[src/rtl/gdm_pkg.sv]
// Shared constants, configuration and queue types for the divergence maximum core.
// No dependencies; every other file in rtl/ imports this package.
`default_nettype none

package gdm_pkg;

  // Grid and field geometry.
  localparam int FIELD_W       = 24;
  localparam int MAX_CELLS_Y   = 64;
  localparam int MAX_CELLS_Z   = 64;
  localparam int CELLS_X_LIMIT = 4096;
  localparam int PLANE_SIZE    = MAX_CELLS_Y * MAX_CELLS_Z;
  localparam int STORE_DEPTH   = 2 * PLANE_SIZE;
  localparam int ADDR_W        = $clog2(STORE_DEPTH);
  localparam int IW            = $clog2(CELLS_X_LIMIT);
  localparam int JW            = $clog2(MAX_CELLS_Y);
  localparam int KW            = $clog2(MAX_CELLS_Z);

  // Configuration register widths.
  localparam int CFG_IDX_W = 3;
  localparam int CFG_W     = 32;
  localparam int CX_W      = 13;
  localparam int CY_W      = 7;
  localparam int CZ_W      = 7;
  localparam int H_W       = 32;
  localparam int H_HALF_W  = H_W / 2;

  // Arithmetic widths along the datapath.
  localparam int FRAC_BITS = 16;
  localparam int DIFF_W    = FIELD_W + 1;
  localparam int PROD_W    = DIFF_W + H_HALF_W + 1;
  localparam int SUM_W     = PROD_W + 2;
  localparam int TOT_W     = SUM_W + FRAC_BITS + 1;
  localparam int MAG_W     = TOT_W - FRAC_BITS;
  localparam int RES_W     = 48;
  localparam logic [63:0] RESULT_MAX = 64'h0000_FFFF_FFFF_FFFF;

  // Stream widths, padded to whole bytes.
  localparam int S_DATA_W = ((3 * FIELD_W + 7) / 8) * 8;
  localparam int M_DATA_W = ((RES_W + 7) / 8) * 8;

  // Queue between the front and back.
  localparam int Q_DEPTH = 4;
  localparam int QP_W    = $clog2(Q_DEPTH);
  localparam int QC_W    = $clog2(Q_DEPTH + 1);

  // Register indexes on the configuration port.
  typedef enum logic [CFG_IDX_W-1:0] {
    CFG_MAGNETIC_MODE = 3'd0,
    CFG_CELLS_X       = 3'd1,
    CFG_CELLS_Y       = 3'd2,
    CFG_CELLS_Z       = 3'd3,
    CFG_HALF_INV_X    = 3'd4,
    CFG_HALF_INV_Y    = 3'd5,
    CFG_HALF_INV_Z    = 3'd6
  } cfg_index_t;

  typedef struct packed {
    logic            magnetic_mode;
    logic [CX_W-1:0] cells_x;
    logic [CY_W-1:0] cells_y;
    logic [CZ_W-1:0] cells_z;
    logic [H_W-1:0]  half_inv_spacing_x;
    logic [H_W-1:0]  half_inv_spacing_y;
    logic [H_W-1:0]  half_inv_spacing_z;
  } gdm_cfg_t;

  // Per-cell classification made by the front.
  typedef struct packed {
    logic calc;   // cell closes a centre whose divergence is taken
    logic last;   // final cell of the grid, emits the result
    logic clear;  // grid start, clears maximum and flag first
  } gdm_flags_t;

  typedef struct packed {
    gdm_flags_t        flags;
    logic [DIFF_W-1:0] dx;
    logic [DIFF_W-1:0] dy;
    logic [DIFF_W-1:0] dz;
  } gdm_item_t;

endpackage

`default_nettype wire

[src/rtl/gdm_queue.sv]
// Short register queue that decouples the front from the arithmetic back end.
// Depends on gdm_pkg for the entry type and depth.
`default_nettype none

module gdm_queue (
  input  logic                     clk,
  input  logic                     rst,
  input  logic                     push,
  input  gdm_pkg::gdm_item_t       push_item,
  input  logic                     pop,
  output gdm_pkg::gdm_item_t       head,
  output logic                     not_empty,
  output logic [gdm_pkg::QC_W-1:0] count
);
  import gdm_pkg::*;

  gdm_item_t       slots [Q_DEPTH];
  logic [QP_W-1:0] wr_ptr, rd_ptr;
  logic            do_pop;

  assign not_empty = (count != '0);
  assign head      = slots[rd_ptr];
  assign do_pop    = pop & not_empty;

  // Entry storage.
  always_ff @(posedge clk) begin
    if (push) begin
      slots[wr_ptr] <= push_item;
    end
  end

  // Pointers and fill count.
  always_ff @(posedge clk) begin
    if (rst) begin
      wr_ptr <= '0;
      rd_ptr <= '0;
      count  <= '0;
    end else begin
      if (push) begin
        wr_ptr <= (wr_ptr == QP_W'(Q_DEPTH - 1)) ? '0 : wr_ptr + QP_W'(1);
      end
      if (do_pop) begin
        rd_ptr <= (rd_ptr == QP_W'(Q_DEPTH - 1)) ? '0 : rd_ptr + QP_W'(1);
      end
      if (push && !do_pop) begin
        count <= count + QC_W'(1);
      end else if (!push && do_pop) begin
        count <= count - QC_W'(1);
      end
    end
  end

endmodule

`default_nettype wire

[config.mk]
export PLATFORM = sky130hd
export DESIGN_NAME = gdm_queue
export DESIGN_NICKNAME = d
export VERILOG_FILES = /design/src/rtl/gdm_pkg.sv /design/src/rtl/gdm_queue.sv
export SDC_FILE = /design/constraint.sdc
export NUM_CORES = 1
export LEC_CHECK = 0
export BUFFER_PORTS_ARGS = -buffer_cell sky130_fd_sc_hd__buf_2
export CORE_MARGIN = 2
export CORE_UTILIZATION = 25
export DETAILED_ROUTE_END_ITERATION = 8
export GPL_TIMING_DRIVEN = 0
export PLACE_DENSITY = 0.49
export SLEW_MARGIN = 10
export SYNTH_ARGS = -nofsm -noshare
export SYNTH_HDL_FRONTEND = slang
export SYNTH_SLANG_ARGS = --single-unit
[constraint.sdc]
create_clock -name clk -period 7.1 [get_ports clk]
set_input_delay 0.355 -clock clk [delete_from_list [all_inputs] [get_ports clk]]
set_output_delay 0.355 -clock clk [all_outputs]
set_load 0.005 [all_outputs]
; ---- After elaboration in Yosys (flattened, before gate mapping)
; Memory sizes are Yosys's and may differ from the RTL's. A register that Yosys moved wholly into a read port is not among the register bits.
; Cells that the tools add are included.
[op_classes]
n_reduce_logical = 6
n_mul = 0
n_addsub = 4
n_bitwise = 1
shift = 0
eq_ne = 2
order_cmp = 0
n_mux = 8
n_div = 0
[ops]
columns = cell, n
row1 = 2-bit 2-to-1 mux, 4
row2 = 3-bit 2-to-1 mux, 2
row3 = 2-bit by 1-bit adder with 2-bit output (second input constant), 2
row4 = 2-bit equality test (second input constant), 2
row5 = 3-bit by 1-bit adder with 3-bit output (second input constant), 1
row6 = 3-bit nonzero test, 1
row7 = 3-bit by 1-bit subtractor with 3-bit output (second input constant), 1
row8 = 1-bit logical AND, 2
row9 = 1-bit zero test, 2
row10 = 1-bit 2-to-1 mux, 2
row11 = 2-bit nonzero test, 1
row12 = 1-bit bitwise AND, 1
[totals]
n_memories = 1
output_inout_bits = 82
ff_bits = 7
input_bits = 82
latch_bits = 0
wordCells = 25
ramBits = 312
romBits = 0
[mem_list]
columns = memory, depth, width, rd, rd_clocked_by_memory_dff, wr, line
row1 = slots, 4, 78, 1, 1, 1, gdm_queue.sv:17  ; gdm_item_t slots [Q_DEPTH];

; ---- Logic depth before layout (Yosys ltp)
; Gate-level depths: netlist (run 1).
[logic_depth]
depth_word = 5
mapped_depth = 7
depth_no_buf = 7

; ---- Worst setup path before layout (run 1)
; Ideal clock, no wire load.
[synth_path]
path_kind = reg-to-reg
startpoint = reg wr_ptr[0]
endpoint = mem slots[3][0] (netlist bit), enable pin
path_stages_with_launch = 3
path_buffers = 0
t_required_ns = 6.656
arrival_time_ns = 2.368
slack_ns = 4.288
setup_time_ns = 0.444
synth_period_minus_slack_ns = 2.812
cell_sequence = dfxtp_1 > ha_1 > and2_1
[synth_lines]
columns = element, line
row1 = "start, declared", gdm_queue.sv:18  ; logic [QP_W-1:0] wr_ptr, rd_ptr;
row2 = "start signal, assigned", gdm_queue.sv:40  ; wr_ptr <= (wr_ptr == QP_W'(Q_DEPTH - 1)) ? '0 : wr_ptr + QP_W'(1);
row3 = "end, declared", gdm_queue.sv:17
; No word-level cell before the write port.

==> flow_summary_export.csv, run 1 <==
group,metric,value,unit
outcome,status,"finished clean",
synthesis,synth_top_area_share,80.0,%
global_route,grt_max_degree,44,
synthesis,synth-edff-count,312,
setup_path,cp_slowest_stage_delay,650,ps
global_route,first_global_vias,5908,
sta,finalHoldViolations,0,
finish,final-seq-area,9550,um^2
sta,period_needed,2670,ps
clock_tree,cts_resized,0,
setup_path,path_class,"reg -> out",
synthesis,yosysSeqAreaShare,81.5,%
clock_tree,clock-root-buffer,"clkbuf_16",
floorplan,die-height,220,um
setup_path,start_kind,"register",
sta,timing.final.max_slew_violations,0,
drt,drc,0,
drt,detail_route.iter0.violations,287,
sta,setup_viol,0,
clock_tree,h-tree-depth,2,
finish,multi_input_area,2010,um^2
synthesis,synth-async-reset-ratio,0,%
finish,synthToLayoutAreaGrowth,27.1,%
drt,topRoutingLayerUsed,"met4",
pwr,p_total,4.82,mW
finish,fillers,4443,
synthesis,synth.area.top_cells,"edfxtp_1 80%, mux4_2 15%, dfxtp_1 1.5%",
floorplan,core-area,46400,um^2
clock_tree,clock_sinks,321,
place,dp_cells,1226,
finish,nNetsFinal,781,
sta,slew_headroom,44.7,%
synthesis,syn-num-nets,541,
synthesis,syn_area,11700,um^2
clock_tree,clk_path_buf_depth,3,
synthesis,ys_ff_latch,321,
floorplan,start_util,25.3,%
setup_path,arrival,2310,ps
finish,fin_util,32.1,%
global_route,grt_overflow,0,
setup_path,critPathBufInv,3,
sta,layout_setup_ws,4430,ps
floorplan,row_count,79,
finish,layoutNonFillerInstCount,1329,
global_route,grt_pass1_wl,36200,um
sta,skew,14.9,ps
clock_tree,clk_latency,530,ps
drt,first_pass_iters,6,
synthesis,synth_ff_type,"edfxtp_1",
synthesis,synth_commonest_cells,"312 x edfxtp_1, 78 x mux4_2, 9 x dfxtp_1",
pwr,power_density,323,nW/um^2
place,placed_cell_area,13400,um^2
sta,period_share,37.6,%
sta,whs,43.1,ps
finish,finish.instance_area,14900,um^2
setup_path,cp.required,6740,ps
sta,rsz0062_at_grt,"false",
drt,route.met2.wl,11800,um
floorplan,dieWidth,220,um
setup_path,critPathMostFrequentCell,"buf_2",
global_route,grt_usage,10.2,%
drt,viasPerCell,4.12,
drt,wl_met1,11000,um
place,dpl_worst_slack,4710,ps
place,dp_hpwl,14400,um
place,numPortBuffers,163,
synthesis,synth_cell_types,21,
setup_path,crit_family,"buffers and inverters",
synthesis,synthCells,452,
drt,dr_total_vias,5469,
clock_tree,tritoncts,"done",
setup_path,slowest_stage,"clkbuf_1",
finish,drive_above_1_share,43.3,%
setup_path,path_cells,"buf_2, clkbuf_1, mux4_2, buf_2",
sta,finalSetupTns,0,ps
synthesis,yosys_warnings,0,
drt,dr_wl_met3,1340,um
sta,max_freq,375,MHz
synthesis,yosysMostFrequentCell,"edfxtp_1",
worst_hold_path,hold_path_class,"in -> reg",
pwr,power.leakage,4.97,nW
setup_path,endpoint_kind,"output pin",
global_route,antenna_found_initial,1,
floorplan,die_area,48600,um^2
clock_tree,cts-buffers-inserted,37,
synthesis,yosys.area.top_type,"edfxtp_1",
floorplan,ios,164,
job,drv_cap,0,
drt,wl,24700,um
clock_tree,path_clk_slew,60,ps
place,routabilityCongestion,0.654,
setup_path,crit_fanout,10,
sta,worstMarginPinSlew,829,ps
drt,wl_per_cell,18.6,um
drt,ant_nets,0,
synthesis,syn_area_per_cell,25.9,um^2
pwr,ir_worst_vdd,0.000170,V
## cell type report
type	instances	area share, %
flip-flops and latches	321	64.1
multi-input cells	109	13.5
repair buffers	201	8.50
clock buffers	51	6.86
well taps	607	5.10
plain buffers	18	0.991
clock inverters	17	0.807
inverters	4	0.101
diodes	1	0.0168
## cells in the final DEF, fill, tap and decap left out, types with 5 or more instances in the layout
master           n
buf_2          167
buf_4            5
clkbuf_16       39
clkinv_2         5
clkinv_1         6
mux4_2          78
ha_1             6
dlygate4sd3_1   34
clkbuf_1        17
nor2_1           5
edfxtp_1       312
dfxtp_1          9
## flip-flops by register name (all words and copies together), names as in the netlist, named ones only
register  flops
wr_ptr        2
count         3
slots       312
rd_ptr        2
## kinds of logic after synthesis
kind of cell    after synthesis  synth area share [%]
fa+ha+maj                     7                 0.812
simple gates                 14                 0.630
xor+xnor                      2                 0.150
buf+inv                      22                  1.39
mux                          81                  15.3
compound gates                5                 0.235
flops                       321                  81.5
## where the power goes
group	internal, mW	switching (mW)
Combinational	0.447	0.389
Sequential	2.17	0.0251
Clock	1.05	0.737
## final timing paths
check,from,end,slack (ps),cells after the start
worst max-delay path,register,head[18],4430,4
worst min-delay path,push_item[19],slots[0][19],40,1
worst max register to register,count[0],count[2],4670,7
worst min register to register,rd_ptr[0],register,510,2
## per-layer routing
layer | track usage [%] | up-vias
li1 | - | 2429
met1 | 13.1 | 2861
met5 | 0 | -
met2 | 16.6 | 139
met3 | 2.72 | 40
met4 | 3.91 | 0
## repair_timing
action	in CTS	in global routing
hold buffers	34	0
buffers inserted	0	0
endpoints found under the hold margin	127	0
Note: power is estimated with default switching activity, not from simulation.
==> run 2, diff against run 1 <==
==> constraint.sdc (replaced) <==
create_clock -name clk -period 2.5 [get_ports clk]
set_input_delay 0.125 -clock clk [delete_from_list [all_inputs] [get_ports clk]]
set_output_delay 0.125 -clock clk [all_outputs]
set_load 0.005 [all_outputs]
==> run 2 against run 1 <==
Net effect: the run now ends with hold timing left; sequential share of layout area fell by 2.4 points; hold slack got worse by 46 ps; clock power rose to 2.9 times the previous value; power rose to 2.9 times the previous value; clock skew barely moved; non-clock buffer count rose by 51; largest power group unchanged; core utilization rose by 1.2 points; final area rose by 3.9%; sequential power rose to 2.8 times the previous value; largest cell class unchanged; first-iteration DRC count fell by 23%; combinational power rose to 2.9 times the previous value; setup slack got worse by 4200 ps.
==> flow_summary_export.csv, run 2 (synthesis results as in run 1) <==
group,metric,value,unit
sta,finalSetupTns,0,ps
clock_tree,clock-root-buffer,"clkbuf_16",
clock_tree,h-tree-depth,2,
pwr,power.leakage,5.22,nW
floorplan,ios,164,
finish,synthToLayoutAreaGrowth,32.1,%
drt,wl,25300,um
drt,dr_total_vias,5640,
place,routabilityCongestion,0.648,
pwr,intPower,10.6,mW
outcome,violations,"hold timing",
global_route,grt_usage,10.5,%
floorplan,core-area,46400,um^2
clock_tree,clk_latency,540,ps
global_route,grt_max_degree,36,
finish,fillers,4391,
sta,max_freq,433,MHz
setup_path,cp_slowest_stage_delay,360,ps
setup_path,critPathMostFrequentCell,"buf_2",
job,drv_cap,0,
setup_path,slowest_stage,"mux4_2",
sta,period_share,92.4,%
pwr,seqPwrFrac,44.8,%
worst_hold_path,hold_path_class,"in -> reg",
floorplan,dieWidth,220,um
drt,ant_nets,0,
sta,period_needed,2310,ps
place,numPortBuffers,163,
place,placed_cell_area,13500,um^2
finish,reg_top3,"slots x312, count x3",
drt,drc,0,
setup_path,crit_fanout,10,
sta,layout_setup_ws,191,ps
clock_tree,clock_sinks,321,
pwr,swShare,23.6,%
sta,skew,14.8,ps
finish,largest_register,"slots",
finish,n_antenna_cell,0,
clock_tree,path_clk_slew,60,ps
floorplan,die_area,48600,um^2
drt,wl_per_cell,18.4,um
clock_tree,cts_setup_buffers,0,
sta,timing.final.max_slew_violations,0,
setup_path,arrival,2180,ps
floorplan,row_count,79,
setup_path,reg2reg_slack,260,ps
sta,finalHoldViolations,2,
drt,first_pass_iters,6,
global_route,first_global_vias,6051,
sta,whs,-2.65,ps
finish,layout_common_cells,"312 x edfxtp_1, 165 x buf_2, 81 x dlygate4sd3_1, 78 x mux4_2, 39 x clkbuf_16",
setup_path,cp.required,2380,ps
clock_tree,clk_path_buf_depth,3,
finish,nNetsFinal,832,
global_route,grt_overflow,0,
pwr,power_frac_comb,17.7,%
clock_tree,cts-buffers-inserted,37,
pwr,pwr-share-clk,37.5,%
sta,slew_headroom,67.9,%
outcome,status,"finished with violations",
sta,worstMarginPinSlew,482,ps
sta,rsz0062_at_grt,"false",
finish,layout_commonest_cell,"edfxtp_1",
sta,setup_viol,0,
finish,drive_above_1_share,41.8,%
pwr,ir_worst_vdd,0.000556,V
floorplan,die-height,220,um
pwr,power_density,900,nW/um^2
setup_path,path_cells,"buf_2, buf_4, buf_2, mux4_2, buf_2",
pwr,p_total,13.9,mW
place,dp_hpwl,15300,um
setup_path,path_class,"reg -> out",
finish,largest_register_ffs,312,
finish,finish.instance_area,15500,um^2
setup_path,endpoint_kind,"output pin",
place,dpl_worst_slack,99.9,ps
global_route,grt_pass1_wl,37200,um
drt,detail_route.iter0.violations,220,
pwr,switchingPower,3.28,mW
global_route,antenna_found_initial,1,
setup_path,start_kind,"register",
drt,viasPerCell,4.10,
clock_tree,tritoncts,"done",
floorplan,start_util,25.3,%
## run 2: cell count changes in the layout (fill, tap and decap cells not counted), sizes merged
cell | previous run | this run
dlygate4sd3 | 34 | 81
clkbuf | 56 | 50
buf | 180 | 184
bufinv | 1 | 3
inv | 7 | 5
clkinv | 12 | 13
clkinvlp | 1 | 2
diode | 1 | 0
## run 2: timing repair
action / CTS / global route
resized for setup: 6 / 3
endpoints found under the hold margin: 321 / 0
endpoints found under the setup margin: 48 / 9
hold buffers: 81 / 0
## run 2: through the flow
stage               hold WS, ps  utilization (%)  instances
finish                    -2.65             33.4       1375
global route               6.65             33.4       1375
CTS                        3.71             33.4       1375
detailed placement          342             29.1       1230
global placement            341             28.7       1222
floorplan                   194                -        452
## run 2: metal layers
metal / global-route usage, % / wire (um)
met5: 0 / 11
met2: 16.9 / 12200
met3: 3.11 / 1370
met4: 3.42 / 596
met1: 13.6 / 11200
## run 2: worst paths after layout
check	start	end	depth (start not counted)
worst max-delay path	register	head[46]	5
worst min-delay path	pop	rd_ptr[0]	4
worst max register to register	count[0]	count[2]	7
worst min register to register	rd_ptr[0]	rd_ptr[0]	2
## run 2: cell type report
class / count / area [um^2] / share of cell area (%)
clock buffer: 45 / 998 / 6.45
inverter: 4 / 15.0 / 0.0971
clock inverter: 19 / 171 / 1.11
tap: 607 / 759 / 4.91
timing repair buffer: 252 / 1800 / 11.6
multi-input combinational: 109 / 2020 / 13.0
sequential: 321 / 9550 / 61.7
buffer: 18 / 159 / 1.03
## run 2: worst max-delay path: cells and delay by family (launching register included)
| kind | cells | cell delay, ps |
|---|---|---|
| multiplexers | 1 | 360 |
| flip-flops | 1 | 300 |
| buffers and inverters | 4 | 980 |
## run 2: power groups by stage
stage               Combinational, mW  Clock, mW  Sequential (mW)
floorplan                        1.45          0             6.33
global placement                 2.43          0             6.35
detailed placement               2.46          0             6.34
CTS                              2.58       5.41             6.23
global route                     2.72       5.59             6.25
finish                           2.46       5.22             6.23
